`src/hdl/bse_pkg.sv`:
```
// Shared types and codes of the boosted stump ensemble classifier.
// Used by the accumulator, the vote tally and the top level; depends on nothing.
package bse_pkg;

  localparam logic [1:0] REQ_STUMP    = 2'd0;
  localparam logic [1:0] REQ_HEADER   = 2'd1;
  localparam logic [1:0] REQ_CLASSIFY = 2'd2;

  localparam logic [1:0] CFG_METHOD = 2'd0;
  localparam logic [1:0] CFG_NUM    = 2'd1;

  localparam logic METHOD_OVO = 1'b0;
  localparam logic METHOD_OVR = 1'b1;

  localparam logic signed [3:0] LABEL_NONE = -4'sd1;

  localparam int WEIGHT_W = 16;

  typedef struct packed {
    logic [5:0]          feat;
    logic                pol;
    logic [WEIGHT_W-1:0] weight;
  } stump_t;

  typedef struct packed {
    logic [6:0]        count;
    logic [2:0]        pos;
    logic signed [3:0] neg;
  } header_t;

  typedef struct packed {
    logic clr;
    logic en;
    logic sub;
  } acc_ctrl_t;

  typedef struct packed {
    logic       clr;
    logic       en;
    logic [2:0] label;
  } vote_ctrl_t;

endpackage

```
`src/hdl/bse_acc.sv`:
```
// Shared add/subtract accumulator for the signed weighted stump sum.
// Depends on bse_pkg.
module bse_acc #(
  parameter int SUM_W = 24
) (
  input  logic                  clk,
  input  bse_pkg::acc_ctrl_t    ctrl,
  input  logic [bse_pkg::WEIGHT_W-1:0] weight,
  output logic                  nonneg
);
  import bse_pkg::*;

  logic signed [SUM_W-1:0] sum_r;
  logic signed [SUM_W-1:0] w_ext;

  assign w_ext = SUM_W'(weight);

  always_ff @(posedge clk) begin
    if (ctrl.clr) begin
      sum_r <= '0;
    end else if (ctrl.en) begin
      if (ctrl.sub) begin
        sum_r <= sum_r - w_ext;
      end else begin
        sum_r <= sum_r + w_ext;
      end
    end
  end

  assign nonneg = !sum_r[SUM_W-1];

endmodule

```
`config.mk`:
```
export PLATFORM = sky130hd
export DESIGN_NAME = bse_acc
export DESIGN_NICKNAME = d
export VERILOG_FILES = /design/src/hdl/bse_pkg.sv /design/src/hdl/bse_acc.sv
export SDC_FILE = /design/constraint.sdc
export NUM_CORES = 1
export LEC_CHECK = 0
export ABC_CLOCK_PERIOD_IN_PS = 9310
export BUFFER_PORTS_ARGS = -buffer_cell sky130_fd_sc_hd__buf_2
export CORE_ASPECT_RATIO = 0.7
export CORE_MARGIN = 4
export CORE_UTILIZATION = 45
export CTS_CLUSTER_DIAMETER = 40
export DETAILED_ROUTE_END_ITERATION = 12
export GPL_TIMING_DRIVEN = 0
export PLACE_DENSITY = 0.67
export SETUP_SLACK_MARGIN = 0.02
export SKIP_CTS_REPAIR_TIMING = 1
export SLEW_MARGIN = 20
export SYNTH_ARGS = -nofsm -noshare
export SYNTH_HDL_FRONTEND = slang
export SYNTH_SLANG_ARGS = --single-unit
```
`constraint.sdc`:
```
create_clock -name clk -period 9.31 [get_ports clk]
set_input_delay 1.862 -clock clk [delete_from_list [all_inputs] [get_ports clk]]
set_output_delay 1.862 -clock clk [all_outputs]
set_load 0.02 [all_outputs]
```
==> reports/qor.yml <==
run_status:
  status: "complete, no violations"
sta:
  holdWs_ns: 0.471
  relSlewSlack: 0.487
  hold_viol: 0
  worst_slew_pin_slew_ns: 0.769
  setup-violations-final: 0
  period_share: 0.555
  rsz0062_at_grt: "no"
  slew_viol_final: 0
  clock_skew_ns: 0.00283
  finalSetupTns_ns: 0
  clock.fmax_mhz: 194
  min_period_ns: 5.17
cts:
  clockBufferDepth: 2
  cts.sinks: 24
  worst_skew_pair.late_latency_ns: 0.28
  cts_made_buffers: 3
  cts_tree: "built"
  root_buffer: "clkbuf_8"
  h-tree-depth: 1
  clkTransAtPathRegs_ns: 0.09
global_route:
  grt_max_degree: 14
  grt_overflow_total: 0
  grt_pass1_wl_microns: 12000
  grt_usage: 0.210
  antenna_found_initial: 0
  grt_pass1_vias: 2423
die:
  core_area_sq_um: 5420
  dieArea_sq_um: 7080
  die_width_microns: 98.9
  fp.dieH_microns: 71.6
  start_util: 0.480
  ios: 21
  rows: 22
setup_path:
  cpPeakStageDelay_ns: 0.50
  cp-end-kind: "flop"
  cpMostUsedCell: "nor3_1"
  cp-start-kind: "input port"
  critPathRequiredTime_ns: 9.47
  crit_chain: "buf_2 -> nor3_1 -> nand2b_1 -> nor4_4 -> a31oi_1 -> xnor2_1 -> ha_1 -> and2_1 -> clkbuf_1 -> nand3_1 -> nor3_1 -> o21ai_0 -> or4b_1 -> a21oi_1 -> or4_1"
  path_class: "input port to flop"
  cpMaxStageDelayCell: "or4_1"
  arrival_ns: 5.33
  path_max_fanout: 8
pwr:
  p_leak_nw: 1.22
  p_comb_frac: 0.592
  p_sw_mw: 0.239
  clockPowerShare: 0.144
  powerDensity_nw_per_um2: 187
  ir_worst_vdd_uv: 102
  seqPwrFrac: 0.264
  intPower_mw: 0.292
  switching_share: 0.450
yosys:
  yosysUniqueCellTypes: 53
  synth-edff-count: 0
  netlist_area_sq_um: 2600
  ys_seq_area_frac: 0.185
  avgSynthCellArea_sq_um: 7.56
  ys_ff_latch: 24
  yosys.area.top_type: "dfxtp_1"
  yosysWarningCount: 0
  synth.area.top_cells: "dfxtp_1 (18%), ha_1 (12%), xnor2_1 (8.8%), nor2_1 (6.2%), a21oi_1 (6.0%)"
  synth_ff_type: "dfxtp_1"
  syn-num-nets: 390
  async_reset_ff_frac: 0
  synth_top_cells_by_count: "nor2_1 (43), a21oi_1 (31), xnor2_1 (26), ha_1 (25)"
  yosysMostFrequentCell: "nor2_1"
  synthCells: 344
  synth_top_area_frac: 0.185
hold_path:
  hold_class: "flop to flop"
routing:
  dr_wl_met2_microns: 2810
  dr_wl_met3_microns: 600
  met1Wirelength_microns: 3740
  drtIter0Drc: 305
  ant_nets: 0
  routedWlPerCell_microns: 16.4
  num_vias: 2638
  drt-vias-per-instance: 6.01
  first_pass_iters: 5
  drc: 0
  dr.max_layer_used: "met4"
  totalWireLength_microns: 7210
finish:
  final_nets: 414
  num_antenna_cells: 0
  largestRegisters: "sum_r: 24 flops"
  drive_gt1_frac: 0.0926
  fin_cells: 439
  synthToLayoutAreaGrowth_pct: 9.24
  top_register: "sum_r"
  largest_register_ffs: 24
placement:
  dpl.hpwl_microns: 5740
  port_buffers: 19
  place_inst: 435
  gp_congestion: 0.938
run:
  max_cap_viol_count: 0
## layout make-up
cell class                      count  area (sq um)
Fill cell                         533          2580
Buffer                             18          75.1
Sequential cell                    24           480
Tap cell                           72          90.1
Clock buffer                        4          55.1
Multi-Input combinational cell    289          2000
Inverter                           13          48.8
Timing Repair Buffer               19          95.1
## worst paths after layout
path / start / to / slack [ns] / cells after the start
setup / recovery: weight[3] / sum_r[23] / 4.14 / 15
hold / removal: sum_r[19] / sum_r[19] / 0.47 / 2
setup reg to reg: sum_r[0] / sum_r[18] / 6.33 / 11
hold reg to reg: sum_r[19] / sum_r[19] / 0.47 / 2
## power by group through the flow
stage / clock network, mW / logic, mW / registers, mW
CTS: 0.0795 / 0.306 / 0.140
detailed placement: 0 / 0.303 / 0.142
global route: 0.0833 / 0.350 / 0.143
finish: 0.0766 / 0.314 / 0.140
global placement: 0 / 0.299 / 0.141
floorplan: 0 / 0.240 / 0.138
## logic make-up (layout without fill, tap and decap cells)
kind of cell	after synthesis	after routing	synth area share
xor+xnor	29	29	0.0976
flops	24	24	0.185
fa+ha+maj	26	26	0.128
simple gates	119	119	0.235
buf+inv	31	54	0.0476
mux	12	12	0.0462
compound gates	103	103	0.261
## cells in the final DEF (no fill, tap or decap), types with 5 or more instances in the layout
cell,n
xnor2_1,26
nand3_1,7
nand2_1,24
nor3_1,9
o21ai_0,14
nor2_1,43
nand2b_1,8
clkbuf_1,17
a31oi_1,7
dfxtp_1,24
mux2i_1,12
ha_1,25
a211oi_1,5
a21oi_1,31
a21o_1,9
inv_1,13
buf_2,19
## worst max-delay path: cells and delay by family
family	cells	cell delay [ns]
fa+ha+maj	1	0.41
simple gates	8	2.01
xor+xnor	1	0.19
compound gates	3	0.50
buf+inv	2	0.35
## layer usage
metal | GRT usage | vias up
li1 | - | 1295
met1 | 0.319 | 1227
met2 | 0.299 | 108
met3 | 0.0554 | 8
met4 | 0.0318 | 0
met5 | 0 | -
## metrics by stage
stage | setup slack (ns) | utilization | power, mW | cell area [sq um]
floorplan | 4.54 | - | 0.378 | 2600
global placement | 3.99 | 0.514 | 0.440 | 2790
detailed placement | 3.91 | 0.514 | 0.445 | 2790
CTS | 4.19 | 0.524 | 0.525 | 2840
global route | 3.84 | 0.524 | 0.576 | 2840
finish | 4.14 | 0.524 | 0.530 | 2840
No activity file was read; power rests on OpenSTA's default activity.
