**config.mk**
```make
export PLATFORM = sky130hd
export DESIGN_NAME = bse_vote
export DESIGN_NICKNAME = d
export VERILOG_FILES = /design/src/hdl/bse_pkg.sv /design/src/hdl/bse_vote.sv
export SDC_FILE = /design/constraint.sdc
export NUM_CORES = 1
export LEC_CHECK = 0
export ABC_AREA = 1
export BUFFER_PORTS_ARGS = -buffer_cell sky130_fd_sc_hd__buf_2
export CORE_UTILIZATION = 60
export CTS_CLUSTER_SIZE = 14
export DETAILED_ROUTE_END_ITERATION = 6
export GPL_ROUTABILITY_DRIVEN = 0
export GPL_TIMING_DRIVEN = 0
export PLACE_DENSITY = 0.78
export SYNTH_ARGS = -nofsm -noshare
export SYNTH_HDL_FRONTEND = slang
export SYNTH_SLANG_ARGS = --single-unit
```
**constraint.sdc**
```tcl
create_clock -name clk -period 3.3 [get_ports clk]
set_clock_uncertainty 0.05 [all_clocks]
set_input_delay 0 -clock clk [delete_from_list [all_inputs] [get_ports clk]]
set_output_delay 0 -clock clk [all_outputs]
set_load 0.1 [all_outputs]
```
**src/hdl/bse_pkg.sv**
```systemverilog
// Shared types and codes of the boosted stump ensemble classifier.
// Used by the accumulator, the vote tally and the top level; depends on nothing.
package bse_pkg;

  localparam logic [1:0] REQ_STUMP    = 2'd0;
  localparam logic [1:0] REQ_HEADER   = 2'd1;
  localparam logic [1:0] REQ_CLASSIFY = 2'd2;

  localparam logic [1:0] CFG_METHOD = 2'd0;
  localparam logic [1:0] CFG_NUM    = 2'd1;

  localparam logic METHOD_OVO = 1'b0;
  localparam logic METHOD_OVR = 1'b1;

  localparam logic signed [3:0] LABEL_NONE = -4'sd1;

  localparam int WEIGHT_W = 16;

  typedef struct packed {
    logic [5:0]          feat;
    logic                pol;
    logic [WEIGHT_W-1:0] weight;
  } stump_t;

  typedef struct packed {
    logic [6:0]        count;
    logic [2:0]        pos;
    logic signed [3:0] neg;
  } header_t;

  typedef struct packed {
    logic clr;
    logic en;
    logic sub;
  } acc_ctrl_t;

  typedef struct packed {
    logic       clr;
    logic       en;
    logic [2:0] label;
  } vote_ctrl_t;

endpackage

```
**src/hdl/bse_vote.sv**
```systemverilog
// One-versus-one vote tally with a running leader (lowest class on ties).
// Depends on bse_pkg.
module bse_vote #(
  parameter int NUM_CLASSES     = 8,
  parameter int MAX_CLASSIFIERS = 16
) (
  input  logic               clk,
  input  logic               rst_n,
  input  bse_pkg::vote_ctrl_t ctrl,
  output logic [((NUM_CLASSES > 1) ? $clog2(NUM_CLASSES) : 1)-1:0] best_label
);
  import bse_pkg::*;

  localparam int CLW = (NUM_CLASSES > 1) ? $clog2(NUM_CLASSES) : 1;
  localparam int VW  = $clog2(MAX_CLASSIFIERS + 1);

  logic [VW-1:0]  cnt_r [NUM_CLASSES];
  logic [VW-1:0]  best_r;
  logic [CLW-1:0] lbl_r;
  logic [CLW-1:0] idx;
  logic [VW-1:0]  inc;

  assign idx = CLW'(ctrl.label);
  assign inc = cnt_r[idx] + VW'(1);

  always_ff @(posedge clk) begin
    if (!rst_n || ctrl.clr) begin
      for (int k = 0; k < NUM_CLASSES; k++) begin
        cnt_r[k] <= '0;
      end
      best_r <= '0;
      lbl_r  <= '0;
    end else if (ctrl.en) begin
      cnt_r[idx] <= inc;
      if (inc > best_r || (inc == best_r && idx < lbl_r)) begin
        best_r <= inc;
        lbl_r  <= idx;
      end
    end
  end

  assign best_label = lbl_r;

endmodule

```
==> impl_metrics.toml <==
[power]
peakVddDrop_mv = 0.2651
powerDensity_mw_per_mm2 = 468.3
total_power_w = 0.001424
p_leak_nw = 1.349

[logic_synthesis]
synth_area_per_cell_um2 = 8.782
synth_fp_nets = 333
yosysTopAreaCell = "edfxtp_1"
ys_seq_area_share_pct = 48.75
netlist.area_leader.share_pct = 43.01
yosysMostFrequentCell = "nand2_1"
synthArstFlopShare_pct = 0
synth_area_leaders = "edfxtp_1, nand2_1, nor2_1"
synth_common_cells = "nand2_1, nor2_1, inv_1"
synth-edff-count = 40
yosysWarningCount = 0
synthCells = 318
synth_flop_cell = "edfxtp_1"
syn-cell-area_mm2 = 0.002793
ys_types = 31
synth_seq_cells = 48

[clock_network]
clk_pin_slew_ns = 0.10
numCtsBuffers = 5
htreeDepth = 2
cts.sinks = 48
cts_max_path_buffers = 2
cts_root_buffer = "clkbuf_8"
clk-insertion-delay-late_ns = 0.31
cts_tree = "yes"

[route]
drtIter0Drc = 179
wl_mm = 5.820
via_per_inst = 5.280
drc = 0
vias = 2054
antenna_left = 0
dr.pass1.iters = 5
wl_per_cell_um = 14.96

[global_routing]
grt_max_degree = 17
grt_pass1_vias = 2036
antenna_found_initial = 0
grt.overflow.total = 0
track_usage_pct = 25.75
grt_pass1_wl_mm = 9.535

[sta]
finalHoldViolations = 0
fmax_mhz = 341.0
finalMaxSlewViolations = 0
tns_ns = 0
final-setup-viol-count = 0
rsz0062_at_grt = "no"
tightest_slew_ns = 0.5304
timing.final.crit_share_pct = 88.87
finalCriticalPeriod_ns = 2.933
relSlewSlack_pct = 64.64

[finish]
antennaDiodeCount = 0
area_growth_pct = 8.871
final_core_util_pct = 68.88
seqCellArea_mm2 = 0.001361
multiInputGateArea_mm2 = 0.001134
filler_cell_count = 340
layout.nets = 351
drive_gt1_share_pct = 22.55

[setup_path]
crit_path_frequent_cell = "nand2_1"
arrival_ns = 3.09
slowest_stage = "edfxtp_1"
cp_cell_sequence = "inv_1, nand2_1, nand3_1, nand2_1, inv_2, nand2_4, ha_2, inv_1, nor2_4, nand2_2, nand2_2, nand2_4, ha_1, nand2_1, nor2_1, nand2_1, and2_1, o21ai_0, nand2_1, buf_2, o21ai_0, a21oi_1"
crit_type = "flip-flop to flip-flop"
crit_path_start_kind = "flip-flop"
worstPathMaxFanout = 11
cp_data_required_time_ns = 3.46
slowest_delay_ns = 0.35
cp-end-kind = "flip-flop"

[floorplanning]
die_h_um = 70.23
core_mm2 = 0.004414
initial_core_util_pct = 63.27
num_rows = 24
num_io_pins = 10
die_w_um = 70.23
die_area_mm2 = 0.004932

[placed_design]
dp_hpwl_mm = 4.068
io_buffers = 8

[min_path]
hold_path_class = "input pin to flip-flop"

[flow_run]
maxCapViolations = 0

[outcome]
status = "finished, final reports clean"
routing by layer:
metal,GRT usage (%),wire [um],vias up
met5,0,0,-
met4,8.222,74,0
met3,4.618,273,6
met2,42.65,2915,58
met1,34.33,2556,962
li1,-,-,1028
layout by cell type (no fill, tap or decap), types with 2 or more instances in the layout:
cell / count
a21oi_1: 8
buf_2: 9
buf_4: 4
buf_6: 4
clkbuf_8: 5
dfxtp_1: 8
edfxtp_1: 40
ha_1: 7
inv_1: 43
inv_2: 6
inv_6: 3
nand2_1: 81
nand2_2: 4
nand2_4: 7
nand3_1: 15
nand3_2: 8
nand4_1: 2
nor2_1: 44
nor2_2: 12
nor2_4: 4
o21ai_0: 8
worst paths after layout:
path	startpoint	end	slack, ns	cells after the start
worst min-delay path	rst_n	best_r[2]$_SDFFE_PP0P_	0.02	5
worst max-delay path	cnt_r[1][0]$_SDFFCE_PN0P_	best_r[1]$_SDFFE_PP0P_	0.37	22
worst min register to register	best_r[1]$_SDFFE_PP0P_	best_r[1]$_SDFFE_PP0P_	0.43	2
worst max register to register	cnt_r[1][0]$_SDFFCE_PN0P_	best_r[1]$_SDFFE_PP0P_	0.37	22
critical path, delay by kind of cell, from the launching register on:
family	cells	cell delay [ns]
AOI/OAI and AO/OA	3	0.30
and+or+nand+nor	13	1.19
DFF	1	0.35
adders and majority gates	2	0.56
buffers and inverters	4	0.37
through the flow:
stage,hold WS [ns],setup WS [ns],cell area (um^2),instances
6_report,0.01693,0.3673,3040,389
3_5_place_dp,0.2918,0.1360,2898,378
3_3_place_gp,0.2907,0.1895,2898,378
2_1_floorplan,0.1612,0.7011,2793,318
5_1_grt,0.06587,0.02504,3040,389
4_1_cts,0.02031,0.2057,3023,387
kinds of logic (layout without fill, tap and decap cells):
family,after synthesis,in the layout,share of synthesized area (%)
and+or+nand+nor,181,181,32.57
xor gates and xnor gates,1,1,0.9858
AOI/OAI and AO/OA,18,18,3.360
adders and majority gates,8,8,3.584
buffers and inverters,62,81,10.75
DFF,48,48,48.75
layout make-up:
cell class | count | area share (%)
Buffer | 9 | 2.757
Clock buffer | 5 | 2.263
Timing Repair Buffer | 11 | 2.140
Inverter | 53 | 7.119
Clock inverter | 3 | 1.523
Sequential cell | 48 | 44.77
Tap cell | 52 | 2.140
Multi-Input combinational cell | 208 | 37.28
timing repair:
action                                 in CTS  in global routing
hold buffers                                1                  0
setup buffers                               0                  2
gates resized for setup                     0                  1
setup endpoints to repair                   0                  7
endpoints found under the hold margin       4                  0
registers in the layout (all words and copies together), names as in the netlist:
name and flops:
best_label 3, cnt_r 40, best_r 5
power breakdown:
group	switching [W]	internal, W	total [W]	leakage (nW)
clock	0.000213	0.000229	0.000442	0.0548
sequential	0.0000102	0.000685	0.000695	0.511
combinational	0.000201	0.0000860	0.000287	0.783
No activity file was read; power rests on OpenSTA's default activity.
