### config.mk
export PLATFORM = sky130hd
export DESIGN_NAME = bse_ram
export DESIGN_NICKNAME = d
export VERILOG_FILES = /design/src/hdl/bse_ram.sv
export SDC_FILE = /design/constraint.sdc
export NUM_CORES = 1
export LEC_CHECK = 0
export BUFFER_PORTS_ARGS = -buffer_cell sky130_fd_sc_hd__buf_4
export CAP_MARGIN = 40
export CORE_MARGIN = 2
export CORE_UTILIZATION = 35
export CTS_CLUSTER_DIAMETER = 50
export CTS_CLUSTER_SIZE = 25
export DETAILED_ROUTE_END_ITERATION = 10
export GPL_TIMING_DRIVEN = 0
export PLACE_DENSITY_LB_ADDON = 0.1
export SLEW_MARGIN = 20
export SYNTH_ARGS = -nofsm -noshare
export SYNTH_HDL_FRONTEND = slang
export SYNTH_SLANG_ARGS = --single-unit
### constraint.sdc
create_clock -name clk -period 2.5 [get_ports clk]
set_input_delay 0.125 -clock clk [delete_from_list [all_inputs] [get_ports clk]]
set_output_delay 0.125 -clock clk [all_outputs]
set_load 0.02 [all_outputs]
### src/hdl/bse_ram.sv
// Generic simple dual-port RAM: one write port, one read port, registered read.
// No dependencies.
module bse_ram #(
  parameter int WIDTH = 8,
  parameter int DEPTH = 16
) (
  input  logic                     clk,
  input  logic                     we,
  input  logic [$clog2(DEPTH)-1:0] waddr,
  input  logic [WIDTH-1:0]         wdata,
  input  logic [$clog2(DEPTH)-1:0] raddr,
  output logic [WIDTH-1:0]         rdata
);

  logic [WIDTH-1:0] mem_r [DEPTH];
  logic [WIDTH-1:0] rdata_r;

  always_ff @(posedge clk) begin
    if (we) begin
      mem_r[waddr] <= wdata;
    end
    rdata_r <= mem_r[raddr];
  end

  assign rdata = rdata_r;

endmodule

==> results of run 1 <==
-- Yosys cell counts (all sizes together) --
master | n | area (sq um)
a22oi | 16 | 120.1
and2 | 1 | 6.260
and2b | 1 | 7.510
buf | 7 | 56.30
clkdlybuf4s25 | 3 | 30.03
dfxtp | 8 | 160.2
edfxtp | 128 | 3844
mux4 | 32 | 773.2
nand2 | 9 | 33.78
nand2b | 2 | 12.51
nand3 | 1 | 5.000
nand3b | 2 | 15.01
nor2 | 13 | 48.80
nor2b | 1 | 6.260
nor3 | 4 | 20.02
or3b | 1 | 8.760
-- final timing paths --
path / to / slack (ps) / cells past startpoint
min: mem_r[13][5] / 40 / 1
max reg2reg: rdata[2] / 1050 / 3
min reg2reg: rdata[0] / 680 / 3
max: rdata[2] / 1050 / 3
-- report_power, final --
group / leakage, uW / internal [uW] / switching (uW)
Clock: 0.000268 / 1440 / 864
Combinational: 0.000610 / 122 / 165
Sequential: 0.00122 / 2550 / 13.4
Total: 0.00210 / 4110 / 1040
-- state kept, by name, indices dropped and copies added (netlist names) --
signal	cells
mem_r	128
rdata	8
-- layout by cell type (no fill, tap or decap), types with 2 or more instances in the layout --
cell type          n
clkbuf_1           2
bufinv_16          2
mux4_1            14
nor3_2             4
clkbuf_16         17
clkdlybuf4s25_2    3
edfxtp_1         128
buf_2              3
buf_6              3
nand3b_1           2
nor2_1            13
nand2b_1           2
dfxtp_1            8
a22oi_1           16
nand2_1            9
clkinv_1           5
buf_4             38
clkinv_2           5
mux4_2            18
-- worst max-delay path, delay by kind of cell (launching register included) --
family          cells  cell delay (ps)
mux                 1              540
flops               1              360
compound gates      1              350
simple gates        1               90
-- layout make-up --
type	instances	area, sq um	area share
Buffer	10	86.33	0.01388
Clock buffer	19	432.9	0.06960
Clock inverter	13	111.4	0.01790
Multi-Input combinational cell	83	1077	0.1732
Sequential cell	136	4004	0.6437
Tap cell	184	230.2	0.03701
Timing Repair Buffer	37	277.8	0.04466
-- per-layer routing --
layer / vias to the layer above / GRT usage / routed length [um] / part of all wire
met5: - / 0 / 0 / 0
met4: 0 / 0.06078 / 79 / 0.0072
met3: 6 / 0.03937 / 504 / 0.046
met2: 57 / 0.2283 / 5268 / 0.48
met1: 1257 / 0.2057 / 5088 / 0.47
li1: 1085 / - / - / -
-- cell families (layout without fill, tap and decap cells) --
kind of cell	count (synthesis)	count (layout)
multiplexers	32	32
AO/OA/AOI/OAI	16	16
AND/OR/NAND/NOR	35	35
buffers and inverters	10	79
flip-flops	136	136
-- per-stage QoR --
stage | total power (uW) | hold WS [ps] | instances
floorplan | 2756 | 223.9 | 229
global placement | 2894 | 466.5 | 437
detailed placement | 2901 | 476.3 | 443
CTS | 5200 | 37.71 | 475
global route | 5305 | 53.02 | 482
finish | 5152 | 44.83 | 482
==> reports/metrics.cfg, run 1 <==
[global_routing]
antenna_found_initial=0
grt_pass1_vias=2509
track_usage=0.1495
grt_max_degree=17
grt-ovfl-total=0
grt_pass1_wl_um=16260

[final_layout]
diodes=0
final_area_sq_mm=0.006220
nets=303
area_growth_pct=20.83
post-route-util=0.4312
layout-drive-gt1-share=0.3188
fillers=1292

[detailed_routing]
firstDrtPassIters=4
viasPerCell=4.990
wl_um=10940
routed-via-count=2405
wl_per_cell_um=22.70
drtIter0Drc=217
final_antenna_net_count=0
drc_errors=0

[critical_path]
cp_max_fo=1
critPathCaptureType=register
critPathLaunchType=register
startpoint=mem_r[0][2]
cp.arrival_ps=1740
crit_required_ps=2790
worstPathCellList=mux4_1, a22oi_1, nand2_1
r2r-start=mem_r[0][2]
crit_type=reg -> reg
cp_slowest_stage_delay_ps=540
slowest_stage=mux4_1

[timing]
skew_ps=6.925
maxSlewViolCount=0
fin_tns_setup_ps=0
finalCriticalPeriod_ps=1448
final_hold_viol_count=0
relSlewSlack=0.4643
rsz0062_at_grt=false
fin_crit_sh=0.5794
finalSetupViolCount=0
fin_ws_ps=1052
max_freq_ghz=0.6904
tightest_slew_ps=800.6

[clocking]
clkTransAtPathRegs_ps=60
hold_buffers=0
cts_made_buffers=17
max-clock-path-buffers=2
post_cts_buffers=0
cts_resized=0
clk_latency_ps=410
numClockSinks=136
ctsHtreeMaxLevel=4
cts-root-buf=clkbuf_16
cts_tree=yes

[yosys]
synthCells=229
syn_avg_cell_area_sq_um=22.48
synth_xor_area_frac=0
synth_area_sq_mm=0.005147
synthAdderAreaFrac=0
synth_compound_area_frac=0.02333
synth-seq-cells=136
synth_top_family_by_area=multiplexers
synth_nets=247
synthSimpleGateAreaFrac=0.03184
synth_seq_area_share=0.7778
yosysUniqueCellTypes=19
yosysWarnings=0
synthMuxAreaShare=0.1502

[placed_design]
dp_slack_ps=652.7
post-dp-hpwl_um=7079
gp_congestion=0.7794
placed_cell_area_sq_mm=0.005623
portBuffers=24

[min_path]
hold_path.class=in -> reg
hold_start=wdata[5]

[floorplanning]
rows=44
fp.dieH_um=125.3
dieArea_sq_mm=0.01569
die_width_um=125.3
coreArea_sq_mm=0.01442
start_util=0.3569
pin_count=26

[power]
irDropWorstVdd_uv=738.1
cellPowerDensity_mw_per_mm2=828.3
power_leakage_uw=0.002101

[status]
status=finished clean

[job]
drv_cap=0

Power figures use the tool's default switching activity.
==> inputs of run 2 (changes only) <==
==> constraint.sdc (replaced) <==
create_clock -name clk -period 1.2 [get_ports clk]
set_input_delay 0.06 -clock clk [delete_from_list [all_inputs] [get_ports clk]]
set_output_delay 0.06 -clock clk [all_outputs]
set_load 0.02 [all_outputs]
==> reports/metrics.cfg, run 2 (same netlist as run 1, synthesis figures left out) <==
[final_layout]
largest_reg_flops=128
mostFrequentLayoutCells=edfxtp_1, buf_4, mux4_2
diodes=0
final_common_cell=edfxtp_1
layout-drive-gt1-share=0.3954
top_register=mem_r
nets=311
area_growth_pct=25.79

[critical_path]
slowest_stage=mux4_2
critPathTopFamily=multiplexers
cp.arrival_ps=1630
startpoint=mem_r[3][7]
cp_max_fo=1
cp.buffers_inverters=0
crit_required_ps=1490
crit_type=reg -> reg
cp_slowest_stage_delay_ps=490
worstPathCellList=mux4_2, a22oi_2, nand2_1
critPathCaptureType=register
critPathLaunchType=register
r2r-start=mem_r[3][7]

[clocking]
cts_made_buffers=17
cts_tree=yes
cts-root-buf=clkbuf_16
clkTransAtPathRegs_ps=50
post_cts_buffers=0
clk_latency_ps=410
ctsHtreeMaxLevel=4
max-clock-path-buffers=2
numClockSinks=136

[global_routing]
grt_max_degree=17
antenna_found_initial=0
grt_pass1_vias=2563
track_usage=0.1522
grt-ovfl-total=0
grt_pass1_wl_um=16590

[detailed_routing]
routed-via-count=2428
wl_um=11110
final_antenna_net_count=0
viasPerCell=4.955
wl_per_cell_um=22.68
firstDrtPassIters=4
drtIter0Drc=211
drc_errors=0

[power]
irDropWorstVdd_uv=1125
power_switching_uw=2271
cellPowerDensity_mw_per_mm2=1878
pwr-share-seq=0.439
comb_power_share=0.053
sw_frac_of_total=0.1867
p_int_uw=9890
clockPowerShare=0.507
power_leakage_uw=0.002181
power_uw=12160

[timing]
finalCriticalPeriod_ps=1340
skew_ps=6.251
relSlewSlack=0.4742
tightest_slew_ps=785.8
fin_ws_ps=-140.4
rsz0062_at_grt=true
final_hold_viol_count=0
max_freq_ghz=0.7461
finalSetupViolCount=8
maxSlewViolCount=0
fin_crit_sh=1.117

[status]
status=complete, but fails checks
violations=setup timing

[floorplanning]
coreArea_sq_mm=0.01442
fp.dieH_um=125.3
rows=44
start_util=0.3569
dieArea_sq_mm=0.01569
die_width_um=125.3
pin_count=26

[job]
drv_cap=0

[placed_design]
portBuffers=24
dp_slack_ps=-567.5
post-dp-hpwl_um=7229
gp_congestion=0.8099

[min_path]
hold_path.class=in -> reg
hold_start=waddr[0]

## run 2: cell types whose count changed in the layout (fill, tap and decap cells not counted), moves of 5 or more
cell	previous run	this run
mux4_1	14	4
clkinv_1	5	0
a22oi_1	16	7
a22oi_2	0	9
mux4_2	18	28
bufinv_16	2	8
dlygate4sd3_1	0	8
## run 2: per-layer routing
| layer | vias up | wire length, um | GRT usage | share of wire |
|---|---|---|---|---|
| met5 | - | 0 | 0 | 0 |
| met4 | 0 | 85 | 0.04706 | 0.0077 |
| met3 | 6 | 539 | 0.04921 | 0.049 |
| met2 | 59 | 5109 | 0.2263 | 0.46 |
| met1 | 1269 | 5377 | 0.2154 | 0.48 |
| li1 | 1094 | - | - | - |
## run 2: area by class of cell
class,count,area (sq um)
plain buffers,10,93.84
clock buffers,17,425.4
clock inverters,15,279.0
fillers,1255,7949
multi-input cells,83,1085
flip-flops and latches,136,4004
well taps,184,230.2
repair buffers,45,357.8
## run 2: worst paths after layout
check,slack [ps],cells past startpoint,end
worst min-delay path,40,2,mem_r[12][0]
worst min register to register,690,3,rdata[2]
worst max-delay path,-140,3,rdata[7]
worst max register to register,-140,3,rdata[7]
## run 2: repair_timing
| item | in CTS | in global routing |
|---|---|---|
| hold endpoints to repair | 118 | 0 |
| hold buffers | 8 | 0 |
| gates resized for setup | 16 | 3 |
| endpoints found under the setup margin | 32 | 8 |
| pin swaps | 12 | 0 |
## run 2: power groups by stage
stage                     clock (uW)  combinational [uW]  sequential, uW
after floorplan                    0                 274            5470
after global placement             0                 599            5440
after detailed placement           0                 613            5440
after CTS                       6270                 657            5340
after global routing            6480                 703            5350
final                           6170                 650            5340
## run 2: through the flow
step	TNS, ps	utilization	hold WS (ps)	cell area [sq um]	std cells
6_report	-765.0	0.4489	43.08	6475	490
5_1_grt	-1139	0.4489	28.28	6475	490
4_1_cts	-3565	0.4454	13.08	6424	484
3_5_place_dp	-35150	0.3909	407.8	5638	444
3_3_place_gp	-53180	0.3869	402.4	5580	437
2_1_floorplan	-3903	-	158.9	5170	229
